**src/hdl/sjf_pkg.sv**
```systemverilog
package sjf_pkg;

  localparam int MAX_JOBS    = 32;
  localparam int TIME_BITS   = 16;
  localparam int CLK_W       = 22;
  localparam int TOT_W       = 28;
  localparam int IDX_W       = (MAX_JOBS > 1) ? $clog2(MAX_JOBS) : 1;
  localparam int CNT_W       = $clog2(MAX_JOBS + 1);
  localparam int CMP_W       = (TIME_BITS > CLK_W) ? TIME_BITS : CLK_W;
  localparam int QUEUE_DEPTH = 4;
  localparam int Q_PTR_W     = $clog2(QUEUE_DEPTH);
  localparam int Q_CNT_W     = $clog2(QUEUE_DEPTH + 1);

  typedef logic [TIME_BITS-1:0] tval_t;
  typedef logic [CLK_W-1:0]     clk_t;
  typedef logic [CMP_W-1:0]     cmp_t;
  typedef logic [CMP_W:0]       wide_t;
  typedef logic [TOT_W-1:0]     tot_t;
  typedef logic [TOT_W:0]       tot_wide_t;
  typedef logic [IDX_W-1:0]     idx_t;
  typedef logic [CNT_W-1:0]     cnt_t;
  typedef logic [Q_PTR_W-1:0]   qptr_t;
  typedef logic [Q_CNT_W-1:0]   qcnt_t;

  localparam clk_t  CLK_MAX = '1;
  localparam tot_t  TOT_MAX = '1;
  localparam qcnt_t Q_FULL  = qcnt_t'(QUEUE_DEPTH);

  typedef struct packed {
    idx_t  idx;
    clk_t  start;
    clk_t  fin;
    tval_t arrival;
    tval_t burst;
    logic  last;
  } dispatch_t;

endpackage

```
**src/hdl/sjf_if.sv**
```systemverilog
interface sjf_job_if;
  logic        valid;
  logic        ready;
  logic [15:0] arrive_at;
  logic [15:0] run_length;
  logic        last_job;

  modport source (output valid, arrive_at, run_length, last_job, input ready);
  modport sink (input valid, arrive_at, run_length, last_job, output ready);
endinterface

interface sjf_result_if;
  logic        valid;
  logic        ready;
  logic [5:0]  job_index;
  logic [21:0] start_at;
  logic [21:0] finish_at;
  logic [21:0] turnaround;
  logic [21:0] waiting;
  logic [27:0] total_turnaround;
  logic [27:0] total_waiting;
  logic        last_result;

  modport source (output valid, job_index, start_at, finish_at, turnaround, waiting,
                  total_turnaround, total_waiting, last_result, input ready);
  modport sink (input valid, job_index, start_at, finish_at, turnaround, waiting,
                total_turnaround, total_waiting, last_result, output ready);
endinterface

```
**src/hdl/sjf_nonpreemptive_scheduler_top.sv**
```systemverilog
// Non-preemptive shortest-job-first scheduler.
// The jobs channel loads one job per transaction: arrival time, burst time and
// a last-job mark. Up to MAX_JOBS jobs of a set are held and
// further jobs of the same set are dropped. The transaction that carries the
// last-job mark starts scheduling, and the jobs channel stays not ready until
// every result of the set has been handed to the result queue.
// Each dispatch scans all n held jobs through the single read port of the job
// memory, one job per cycle, and then picks one. Each result passes through
// the result queue, a stage register and the output register to the results channel.
// One result transaction per job comes out in dispatch order, with start,
// finish, turnaround and waiting times and the running totals of the set.
// A four-entry queue and an output register decouple the scan from the
// results channel: when the receiver stalls, the scan runs on until the queue
// fills and then waits, and no result is lost.
// Synchronous reset empties the job set, the queue and the output register.
module sjf_nonpreemptive_scheduler_top (
  input  logic         clk,
  input  logic         rst,
  sjf_job_if.sink      jobs,
  sjf_result_if.source results
);

  logic               push_valid;
  logic               push_ready;
  sjf_pkg::dispatch_t push_data;
  logic               pop_valid;
  logic               pop_ready;
  sjf_pkg::dispatch_t pop_data;

  sjf_front u_front (
    .clk        (clk),
    .rst        (rst),
    .jobs       (jobs),
    .push_valid (push_valid),
    .push_data  (push_data),
    .push_ready (push_ready)
  );

  sjf_queue u_queue (
    .clk        (clk),
    .rst        (rst),
    .push_valid (push_valid),
    .push_data  (push_data),
    .push_ready (push_ready),
    .pop_valid  (pop_valid),
    .pop_data   (pop_data),
    .pop_ready  (pop_ready)
  );

  sjf_back u_back (
    .clk       (clk),
    .rst       (rst),
    .pop_valid (pop_valid),
    .pop_data  (pop_data),
    .pop_ready (pop_ready),
    .results   (results)
  );

endmodule

```
**src/hdl/sjf_front.sv**
```systemverilog
module sjf_front (
  input  logic               clk,
  input  logic               rst,
  sjf_job_if.sink            jobs,
  output logic               push_valid,
  output sjf_pkg::dispatch_t push_data,
  input  logic               push_ready
);

  localparam logic [1:0] ST_LOAD   = 2'd0;
  localparam logic [1:0] ST_SCAN   = 2'd1;
  localparam logic [1:0] ST_DECIDE = 2'd2;

  function automatic sjf_pkg::clk_t sat_clk(sjf_pkg::wide_t v);
    return (v > sjf_pkg::wide_t'(sjf_pkg::CLK_MAX)) ? sjf_pkg::CLK_MAX : sjf_pkg::clk_t'(v);
  endfunction

  logic [1:0]                    state;
  sjf_pkg::cnt_t                 count;
  sjf_pkg::cnt_t                 dispatched;
  sjf_pkg::cnt_t                 scan_addr;
  sjf_pkg::clk_t                 clock_now;
  logic [sjf_pkg::MAX_JOBS-1:0]  done_flags;

  sjf_pkg::tval_t arr_mem [sjf_pkg::MAX_JOBS];
  sjf_pkg::tval_t bur_mem [sjf_pkg::MAX_JOBS];

  logic           rd_valid;
  sjf_pkg::idx_t  rd_idx;
  sjf_pkg::tval_t rd_arr;
  sjf_pkg::tval_t rd_bur;
  logic           rd_done;

  logic           ready_found;
  sjf_pkg::idx_t  r_idx;
  sjf_pkg::tval_t r_arr;
  sjf_pkg::tval_t r_bur;
  logic           pend_found;
  sjf_pkg::idx_t  p_idx;
  sjf_pkg::tval_t p_arr;
  sjf_pkg::tval_t p_bur;

  logic           load_fire;
  logic           store_en;
  logic           issue;
  logic           eval;
  logic           is_ready;
  logic           take_ready;
  logic           take_pend;
  logic           push_fire;
  logic           last_pick;
  sjf_pkg::idx_t  sel_idx;
  sjf_pkg::tval_t sel_arr;
  sjf_pkg::tval_t sel_bur;
  sjf_pkg::clk_t  start_at;
  sjf_pkg::clk_t  finish_at;

  assign jobs.ready = (state == ST_LOAD);
  assign load_fire  = jobs.valid && jobs.ready;
  assign store_en   = load_fire && (count < sjf_pkg::cnt_t'(sjf_pkg::MAX_JOBS));
  assign issue      = (state == ST_SCAN) && (scan_addr < count);
  assign eval       = rd_valid && !rd_done;
  assign is_ready   = sjf_pkg::cmp_t'(rd_arr) <= sjf_pkg::cmp_t'(clock_now);

  assign take_ready = eval && is_ready &&
                      (!ready_found || (rd_bur < r_bur) ||
                       ((rd_bur == r_bur) && (rd_arr < r_arr)));
  assign take_pend  = eval &&
                      (!pend_found || (rd_arr < p_arr) ||
                       ((rd_arr == p_arr) && (rd_bur < p_bur)));

  // With nothing ready the clock jumps to the earliest pending arrival.
  assign sel_idx   = ready_found ? r_idx : p_idx;
  assign sel_arr   = ready_found ? r_arr : p_arr;
  assign sel_bur   = ready_found ? r_bur : p_bur;
  assign start_at  = ready_found ? clock_now : sat_clk(sjf_pkg::wide_t'(p_arr));
  assign finish_at = sat_clk(sjf_pkg::wide_t'(start_at) + sjf_pkg::wide_t'(sel_bur));

  assign push_valid = (state == ST_DECIDE);
  assign push_fire  = push_valid && push_ready;
  assign last_pick  = (dispatched + sjf_pkg::cnt_t'(1)) == count;

  always_comb begin
    push_data.idx     = sel_idx;
    push_data.start   = start_at;
    push_data.fin     = finish_at;
    push_data.arrival = sel_arr;
    push_data.burst   = sel_bur;
    push_data.last    = last_pick;
  end

  always_ff @(posedge clk) begin
    if (store_en) begin
      arr_mem[count[sjf_pkg::IDX_W-1:0]] <= sjf_pkg::tval_t'(jobs.arrive_at);
      bur_mem[count[sjf_pkg::IDX_W-1:0]] <= sjf_pkg::tval_t'(jobs.run_length);
    end
    if (issue) begin
      rd_arr  <= arr_mem[scan_addr[sjf_pkg::IDX_W-1:0]];
      rd_bur  <= bur_mem[scan_addr[sjf_pkg::IDX_W-1:0]];
      rd_idx  <= scan_addr[sjf_pkg::IDX_W-1:0];
      rd_done <= done_flags[scan_addr[sjf_pkg::IDX_W-1:0]];
    end
  end

  always_ff @(posedge clk) begin
    if (take_ready) begin
      r_idx <= rd_idx;
      r_arr <= rd_arr;
      r_bur <= rd_bur;
    end
    if (take_pend) begin
      p_idx <= rd_idx;
      p_arr <= rd_arr;
      p_bur <= rd_bur;
    end
  end

  always_ff @(posedge clk) begin
    if (rst) begin
      state       <= ST_LOAD;
      count       <= '0;
      dispatched  <= '0;
      scan_addr   <= '0;
      clock_now   <= '0;
      done_flags  <= '0;
      rd_valid    <= 1'b0;
      ready_found <= 1'b0;
      pend_found  <= 1'b0;
    end else begin
      rd_valid <= issue;
      unique case (state)
        ST_LOAD: begin
          if (load_fire) begin
            if (store_en) begin
              count <= count + sjf_pkg::cnt_t'(1);
            end
            if (jobs.last_job) begin
              state       <= ST_SCAN;
              scan_addr   <= '0;
              dispatched  <= '0;
              ready_found <= 1'b0;
              pend_found  <= 1'b0;
            end
          end
        end
        ST_SCAN: begin
          if (issue) begin
            scan_addr <= scan_addr + sjf_pkg::cnt_t'(1);
          end
          if (take_ready) begin
            ready_found <= 1'b1;
          end
          if (take_pend) begin
            pend_found <= 1'b1;
          end
          if (!issue && !rd_valid) begin
            state <= ST_DECIDE;
          end
        end
        ST_DECIDE: begin
          if (push_ready) begin
            if (last_pick) begin
              state      <= ST_LOAD;
              count      <= '0;
              dispatched <= '0;
              clock_now  <= '0;
              done_flags <= '0;
            end else begin
              done_flags[sel_idx] <= 1'b1;
              clock_now           <= finish_at;
              dispatched          <= dispatched + sjf_pkg::cnt_t'(1);
              state               <= ST_SCAN;
              scan_addr           <= '0;
              ready_found         <= 1'b0;
              pend_found          <= 1'b0;
            end
          end
        end
        default: begin
          state <= ST_LOAD;
        end
      endcase
    end
  end

`ifndef SYNTHESIS
  a_pick_not_done: assert property (@(posedge clk) disable iff (rst)
    push_fire |-> !done_flags[sel_idx])
    else $error("dispatched a job that already finished");

  a_finish_order: assert property (@(posedge clk) disable iff (rst)
    push_valid |-> (push_data.fin >= push_data.start))
    else $error("finish time before start time");

  a_clock_idle: assert property (@(posedge clk) disable iff (rst)
    (state == ST_LOAD) |-> ((clock_now == '0) && (done_flags == '0)))
    else $error("schedule state not cleared while loading");
`endif

endmodule

```
**src/hdl/sjf_queue.sv**
```systemverilog
module sjf_queue (
  input  logic               clk,
  input  logic               rst,
  input  logic               push_valid,
  input  sjf_pkg::dispatch_t push_data,
  output logic               push_ready,
  output logic               pop_valid,
  output sjf_pkg::dispatch_t pop_data,
  input  logic               pop_ready
);

  sjf_pkg::dispatch_t entries [sjf_pkg::QUEUE_DEPTH];
  sjf_pkg::qptr_t     wr_ptr;
  sjf_pkg::qptr_t     rd_ptr;
  sjf_pkg::qcnt_t     fill;
  logic               push_fire;
  logic               pop_fire;

  assign push_ready = (fill != sjf_pkg::Q_FULL);
  assign pop_valid  = (fill != '0);
  assign pop_data   = entries[rd_ptr];
  assign push_fire  = push_valid && push_ready;
  assign pop_fire   = pop_valid && pop_ready;

  always_ff @(posedge clk) begin
    if (push_fire) begin
      entries[wr_ptr] <= push_data;
    end
  end

  always_ff @(posedge clk) begin
    if (rst) begin
      wr_ptr <= '0;
      rd_ptr <= '0;
      fill   <= '0;
    end else begin
      if (push_fire) begin
        wr_ptr <= wr_ptr + sjf_pkg::qptr_t'(1);
      end
      if (pop_fire) begin
        rd_ptr <= rd_ptr + sjf_pkg::qptr_t'(1);
      end
      if (push_fire && !pop_fire) begin
        fill <= fill + sjf_pkg::qcnt_t'(1);
      end else if (pop_fire && !push_fire) begin
        fill <= fill - sjf_pkg::qcnt_t'(1);
      end
    end
  end

endmodule

```
**src/hdl/sjf_back.sv**
```systemverilog
module sjf_back (
  input  logic               clk,
  input  logic               rst,
  input  logic               pop_valid,
  input  sjf_pkg::dispatch_t pop_data,
  output logic               pop_ready,
  sjf_result_if.source       results
);

  function automatic sjf_pkg::tot_t sat_tot(sjf_pkg::tot_wide_t v);
    return (v > sjf_pkg::tot_wide_t'(sjf_pkg::TOT_MAX)) ? sjf_pkg::TOT_MAX
                                                          : sjf_pkg::tot_t'(v);
  endfunction

  logic          a_valid;
  sjf_pkg::idx_t a_idx;
  sjf_pkg::clk_t a_start;
  sjf_pkg::clk_t a_fin;
  sjf_pkg::clk_t a_ta;
  sjf_pkg::clk_t a_wt;
  logic          a_last;

  sjf_pkg::tot_t sum_ta;
  sjf_pkg::tot_t sum_wt;
  logic          out_valid;

  logic          take_a;
  logic          pop_fire;
  sjf_pkg::cmp_t fin_ext;
  sjf_pkg::cmp_t arr_ext;
  sjf_pkg::cmp_t bur_ext;
  sjf_pkg::cmp_t ta_ext;
  sjf_pkg::clk_t ta_calc;
  sjf_pkg::clk_t wt_calc;
  sjf_pkg::tot_t tot_ta;
  sjf_pkg::tot_t tot_wt;

  assign take_a    = !out_valid || results.ready;
  assign pop_ready = !a_valid || take_a;
  assign pop_fire  = pop_valid && pop_ready;

  // The finish time is already saturated, so turnaround fits the clock width.
  assign fin_ext = sjf_pkg::cmp_t'(pop_data.fin);
  assign arr_ext = sjf_pkg::cmp_t'(pop_data.arrival);
  assign bur_ext = sjf_pkg::cmp_t'(pop_data.burst);
  assign ta_calc = (fin_ext > arr_ext) ? sjf_pkg::clk_t'(fin_ext - arr_ext) : '0;
  assign ta_ext  = sjf_pkg::cmp_t'(ta_calc);
  assign wt_calc = (ta_ext > bur_ext) ? sjf_pkg::clk_t'(ta_ext - bur_ext) : '0;

  assign tot_ta = sat_tot(sjf_pkg::tot_wide_t'(sum_ta) + sjf_pkg::tot_wide_t'(a_ta));
  assign tot_wt = sat_tot(sjf_pkg::tot_wide_t'(sum_wt) + sjf_pkg::tot_wide_t'(a_wt));

  assign results.valid = out_valid;

  always_ff @(posedge clk) begin
    if (pop_fire) begin
      a_idx   <= pop_data.idx;
      a_start <= pop_data.start;
      a_fin   <= pop_data.fin;
      a_ta    <= ta_calc;
      a_wt    <= wt_calc;
      a_last  <= pop_data.last;
    end
    if (a_valid && take_a) begin
      results.job_index        <= 6'(a_idx);
      results.start_at         <= a_start;
      results.finish_at        <= a_fin;
      results.turnaround       <= a_ta;
      results.waiting          <= a_wt;
      results.total_turnaround <= tot_ta;
      results.total_waiting    <= tot_wt;
      results.last_result      <= a_last;
    end
  end

  always_ff @(posedge clk) begin
    if (rst) begin
      a_valid   <= 1'b0;
      out_valid <= 1'b0;
      sum_ta    <= '0;
      sum_wt    <= '0;
    end else begin
      if (pop_fire) begin
        a_valid <= 1'b1;
      end else if (take_a) begin
        a_valid <= 1'b0;
      end
      if (a_valid && take_a) begin
        out_valid <= 1'b1;
        sum_ta    <= a_last ? '0 : tot_ta;
        sum_wt    <= a_last ? '0 : tot_wt;
      end else if (results.ready) begin
        out_valid <= 1'b0;
      end
    end
  end

`ifndef SYNTHESIS
  a_totals_order: assert property (@(posedge clk) disable iff (rst)
    out_valid |-> (results.total_waiting <= results.total_turnaround))
    else $error("total waiting exceeds total turnaround");

  a_wait_order: assert property (@(posedge clk) disable iff (rst)
    out_valid |-> (results.waiting <= results.turnaround))
    else $error("waiting exceeds turnaround");

  a_ta_order: assert property (@(posedge clk) disable iff (rst)
    out_valid |-> (results.turnaround <= results.finish_at))
    else $error("turnaround exceeds finish time");
`endif

endmodule
```
**src/flat_wrapper.sv**
```systemverilog
// flat-port wrapper written by rule: the top's interface ports become plain ports
module sjf_nonpreemptive_scheduler_top_flat 
  (clk, rst, jobs_valid, jobs_arrive_at, jobs_run_length, jobs_last_job, jobs_ready, results_valid, results_job_index, results_start_at, results_finish_at, results_turnaround, results_waiting, results_total_turnaround, results_total_waiting, results_last_result, results_ready);
  sjf_job_if jobs_i ();
  sjf_result_if results_i ();
  input  logic clk;
  input  logic rst;
  input wire logic [$bits(jobs_i.valid)-1:0] jobs_valid;
  input wire logic [$bits(jobs_i.arrive_at)-1:0] jobs_arrive_at;
  input wire logic [$bits(jobs_i.run_length)-1:0] jobs_run_length;
  input wire logic [$bits(jobs_i.last_job)-1:0] jobs_last_job;
  output wire logic [$bits(jobs_i.ready)-1:0] jobs_ready;
  output wire logic [$bits(results_i.valid)-1:0] results_valid;
  output wire logic [$bits(results_i.job_index)-1:0] results_job_index;
  output wire logic [$bits(results_i.start_at)-1:0] results_start_at;
  output wire logic [$bits(results_i.finish_at)-1:0] results_finish_at;
  output wire logic [$bits(results_i.turnaround)-1:0] results_turnaround;
  output wire logic [$bits(results_i.waiting)-1:0] results_waiting;
  output wire logic [$bits(results_i.total_turnaround)-1:0] results_total_turnaround;
  output wire logic [$bits(results_i.total_waiting)-1:0] results_total_waiting;
  output wire logic [$bits(results_i.last_result)-1:0] results_last_result;
  input wire logic [$bits(results_i.ready)-1:0] results_ready;
  assign jobs_i.valid = jobs_valid;
  assign jobs_i.arrive_at = jobs_arrive_at;
  assign jobs_i.run_length = jobs_run_length;
  assign jobs_i.last_job = jobs_last_job;
  assign jobs_ready = jobs_i.ready;
  assign results_valid = results_i.valid;
  assign results_job_index = results_i.job_index;
  assign results_start_at = results_i.start_at;
  assign results_finish_at = results_i.finish_at;
  assign results_turnaround = results_i.turnaround;
  assign results_waiting = results_i.waiting;
  assign results_total_turnaround = results_i.total_turnaround;
  assign results_total_waiting = results_i.total_waiting;
  assign results_last_result = results_i.last_result;
  assign results_i.ready = results_ready;
  sjf_nonpreemptive_scheduler_top u_core (.clk(clk), .rst(rst), .jobs(jobs_i), .results(results_i));
endmodule
```
**config.mk**
```make
export PLATFORM = sky130hd
export DESIGN_NAME = sjf_nonpreemptive_scheduler_top_flat
export DESIGN_NICKNAME = d
export VERILOG_FILES = /design/src/hdl/sjf_pkg.sv /design/src/hdl/sjf_if.sv /design/src/hdl/sjf_nonpreemptive_scheduler_top.sv /design/src/hdl/sjf_front.sv /design/src/hdl/sjf_queue.sv /design/src/hdl/sjf_back.sv /design/src/flat_wrapper.sv
export SDC_FILE = /design/constraint.sdc
export NUM_CORES = 2
export LEC_CHECK = 0
export BUFFER_PORTS_ARGS = -buffer_cell sky130_fd_sc_hd__buf_2
export CAP_MARGIN = 10
export CORE_MARGIN = 3
export CORE_UTILIZATION = 50
export CTS_CLUSTER_SIZE = 10
export DETAILED_ROUTE_END_ITERATION = 8
export GPL_TIMING_DRIVEN = 0
export PLACE_DENSITY_LB_ADDON = 0.12
export SYNTH_ARGS = -nofsm -noshare
export SYNTH_HDL_FRONTEND = slang
export SYNTH_HIERARCHICAL = 1
export SYNTH_SLANG_ARGS = --single-unit
export TNS_END_PERCENT = 5
```
**constraint.sdc**
```tcl
create_clock -name clk -period 7.4 [get_ports clk]
set_input_delay 0.74 -clock clk [delete_from_list [all_inputs] [get_ports clk]]
set_output_delay 0.74 -clock clk [all_outputs]
set_load 0.05 [all_outputs]
```
==> impl_metrics.json <==
{
  "clk_latency_ns": 0.82,
  "clock.fmax_mhz": 145,
  "p_int_mw": 20.4,
  "viasPerCell": 5.88,
  "synthTopCellsByCount": "1708 x edfxtp_1, 411 x mux4_2, 211 x nor2_1",
  "power_mw": 29.3,
  "ys_ff_latch": 1852,
  "cp_slowest_cell": "mux4_2",
  "cp-start-kind": "register",
  "grt_pass1_wl_um": 269000,
  "placementRows": 142,
  "synth-edff-count": 1708,
  "cts-buffers-inserted": 207,
  "antenna_found_initial": 5,
  "period_minus_slack_ns": 6.91,
  "finClkSkew_ns": 0.0352,
  "die_h_um": 395,
  "regToRegSetupSlack_ns": 0.49,
  "syn_inst": 4112,
  "fin_crit_sh": 0.934,
  "synth_top_area_cell": "edfxtp_1",
  "regArea_sq_um": 54200,
  "gr-total-overflow": 0,
  "coreArea_sq_um": 150000,
  "clockBufferDepth": 3,
  "io_buffers": 188,
  "setup_slack_ns": 0.488,
  "vias": 39300,
  "finalInstanceArea_sq_um": 86300,
  "p_sw_mw": 8.91,
  "synthMostInstantiatedCell": "edfxtp_1",
  "cts_root_buffer": "clkbuf_16",
  "wire_per_inst_um": 27.3,
  "synth.avg_cell_area_sq_um": 18.4,
  "syn-cell-area_sq_um": 75600,
  "crit_path_frequent_cell": "inv_1",
  "first_pass_iters": 5,
  "grt_pass1_vias": 39600,
  "drv_cap": 0,
  "holdCritPathClass": "in2reg",
  "clock-sinks": 1852,
  "yosysTopAreaCellShare": 0.678,
  "placed_area_sq_um": 80400,
  "tns_ns": 0,
  "cts_tree": "done",
  "die-area_sq_um": 156000,
  "seq_power_share": 0.445,
  "grt_max_degree": 68,
  "totalWireLength_um": 183000,
  "io_pins": 190,
  "area_growth_pct": 14.2,
  "dpl_worst_slack_ns": -0.421,
  "grt_usage": 0.236,
  "status": "complete, no violations",
  "yosysWarningCount": 6,
  "syn-num-nets": 4341,
  "max-vdd-ir-drop_mv": 0.255,
  "required_ns": 7.92,
  "path_clk_slew_ns": 0.05,
  "drtAntennaViolNets": 0,
  "hold_buffers": 0,
  "yosys_most_used_dff": "edfxtp_1",
  "cts_max_level": 4,
  "setup_violations": 0,
  "path_class": "reg2reg",
  "hpwl_um": 122000,
  "end_kind": "register",
  "synth_area_leaders": "edfxtp_1 68%, mux4_2 12%, dfxtp_1 3.8%",
  "p_leak_nw": 28.7,
  "fillers": 11300,
  "max_slew_margin": 0.114,
  "powerDensity_nw_per_um2": 339,
  "max_slew.worst_pin.slew_ns": 1.32,
  "place_inst": 6367,
  "multi_input_area_sq_um": 20200,
  "post-route-drc-count": 0,
  "async_reset_ff_frac": 0,
  "start_util": 0.504,
  "clockPowerShare": 0.311,
  "cp.arrival_ns": 7.43,
  "fin_cells": 6690,
  "finalMaxSlewViolations": 0,
  "sw_frac_of_total": 0.304,
  "synth-seq-area-share": 0.717,
  "drt-initial-drc-count": 3263,
  "rsz0062_at_grt": "false",
  "p_comb_frac": 0.244,
  "fin_nets": 4793,
  "layout-drive-gt1-share": 0.234,
  "fp.dieW_um": 395,
  "yosysUniqueCellTypes": 97,
  "hold_viol_final": 0,
  "critPathMaxStageDelay_ns": 0.56,
  "critPathMaxFanout": 10,
  "gp_congestion": 0.880
}
cell usage in the layout (no fill, tap or decap), types with 93 or more instances in the layout:
cell type	instances
inv_1	160
a21oi_1	141
edfxtp_1	1708
clkbuf_16	209
nor2_1	179
clkbuf_1	157
ha_1	186
nand2_1	207
dfxtp_1	143
buf_2	218
mux4_2	411
o21ai_0	93
worst max-delay path: cells and delay by family, from the launching register on:
family	cells	cell delay (ns)
mux	1	0.56
compound gates	11	2.73
simple gates	5	0.75
buf+inv	7	1.10
fa+ha+maj	4	1.11
flops	1	0.33
final timing paths:
| check | startpoint | depth (start not counted) | to |
|---|---|---|---|
| hold / removal | results_ready | 4 | u_core/u_back/results.valid$_SDFFE_PP0P_ |
| setup reg to reg | register | 28 | u_core/u_back/a_wt[9]$_SDFFCE_PP0P_ |
| hold reg to reg | u_core/u_back/a_fin[5]$_DFFE_PP_ | 0 | u_core/u_back/results.finish_at[5]$_DFFE_PP_ |
| setup / recovery | register | 28 | u_core/u_back/a_wt[9]$_SDFFCE_PP0P_ |
routing by layer:
layer	vias to the layer above	share of wire	global-route usage	wire length (um)
met5	-	0.000071	0	13
met4	2	0.031	0.0736	5590
met3	308	0.055	0.0371	10100
met2	1287	0.50	0.398	91700
met1	20400	0.41	0.317	75400
li1	17300	-	-	-
power by group through the flow:
stage / sequential, mW / clock [mW] / combinational, mW
5_1_grt: 13.1 / 9.76 / 7.77
2_1_floorplan: 14.2 / 0 / 4.09
4_1_cts: 13.1 / 9.33 / 7.22
6_report: 13.0 / 9.10 / 7.14
3_5_place_dp: 13.2 / 0 / 7.19
3_3_place_gp: 13.4 / 0 / 7.09
cell families (layout without fill, tap and decap cells):
logic type	count (synthesis)	in the layout	synth area share
flops	1852	1852	0.717
simple gates	672	672	0.0418
compound gates	530	530	0.0488
mux	462	462	0.130
buf+inv	313	873	0.0199
fa+ha+maj	192	192	0.0324
xor+xnor	90	90	0.0104
other cells	1	3	0.0000496
stage by stage:
step,hold slack [ns],util
2_1_floorplan,0.400,-
3_3_place_gp,0.401,0.527
3_5_place_dp,0.405,0.536
4_1_cts,0.211,0.575
5_1_grt,0.289,0.576
6_report,0.276,0.576
sequential cells by signal (all words and copies together) (netlist names), 28 cells and up, named ones only:
signal                                  count
u_core/u_back/sum_ta                       28
u_core/u_front/bur_mem                    512
u_core/u_front/arr_mem                    512
u_core/u_back/sum_wt                       28
u_core/u_queue/entries                    328
u_core/u_front/done_flags                  32
u_core/u_back/results.total_turnaround     28
u_core/u_back/results.total_waiting        28
final cells by class:
class / instances / area share
Sequential cell: 1852 / 0.627
Multi-Input combinational cell: 1947 / 0.234
Clock buffer: 300 / 0.0651
Tap cell: 2016 / 0.0292
Timing Repair Buffer: 244 / 0.0233
Buffer: 151 / 0.0105
Inverter: 161 / 0.00700
Clock inverter: 17 / 0.00332
Antenna cell: 2 / 0.0000580
timing repair:
item,4_1_cts,5_1_grt
setup endpoints to repair,22,22
resized for setup,1,6
pin swaps,0,2
setup buffers,0,2
(Power assumes the default switching activity.)
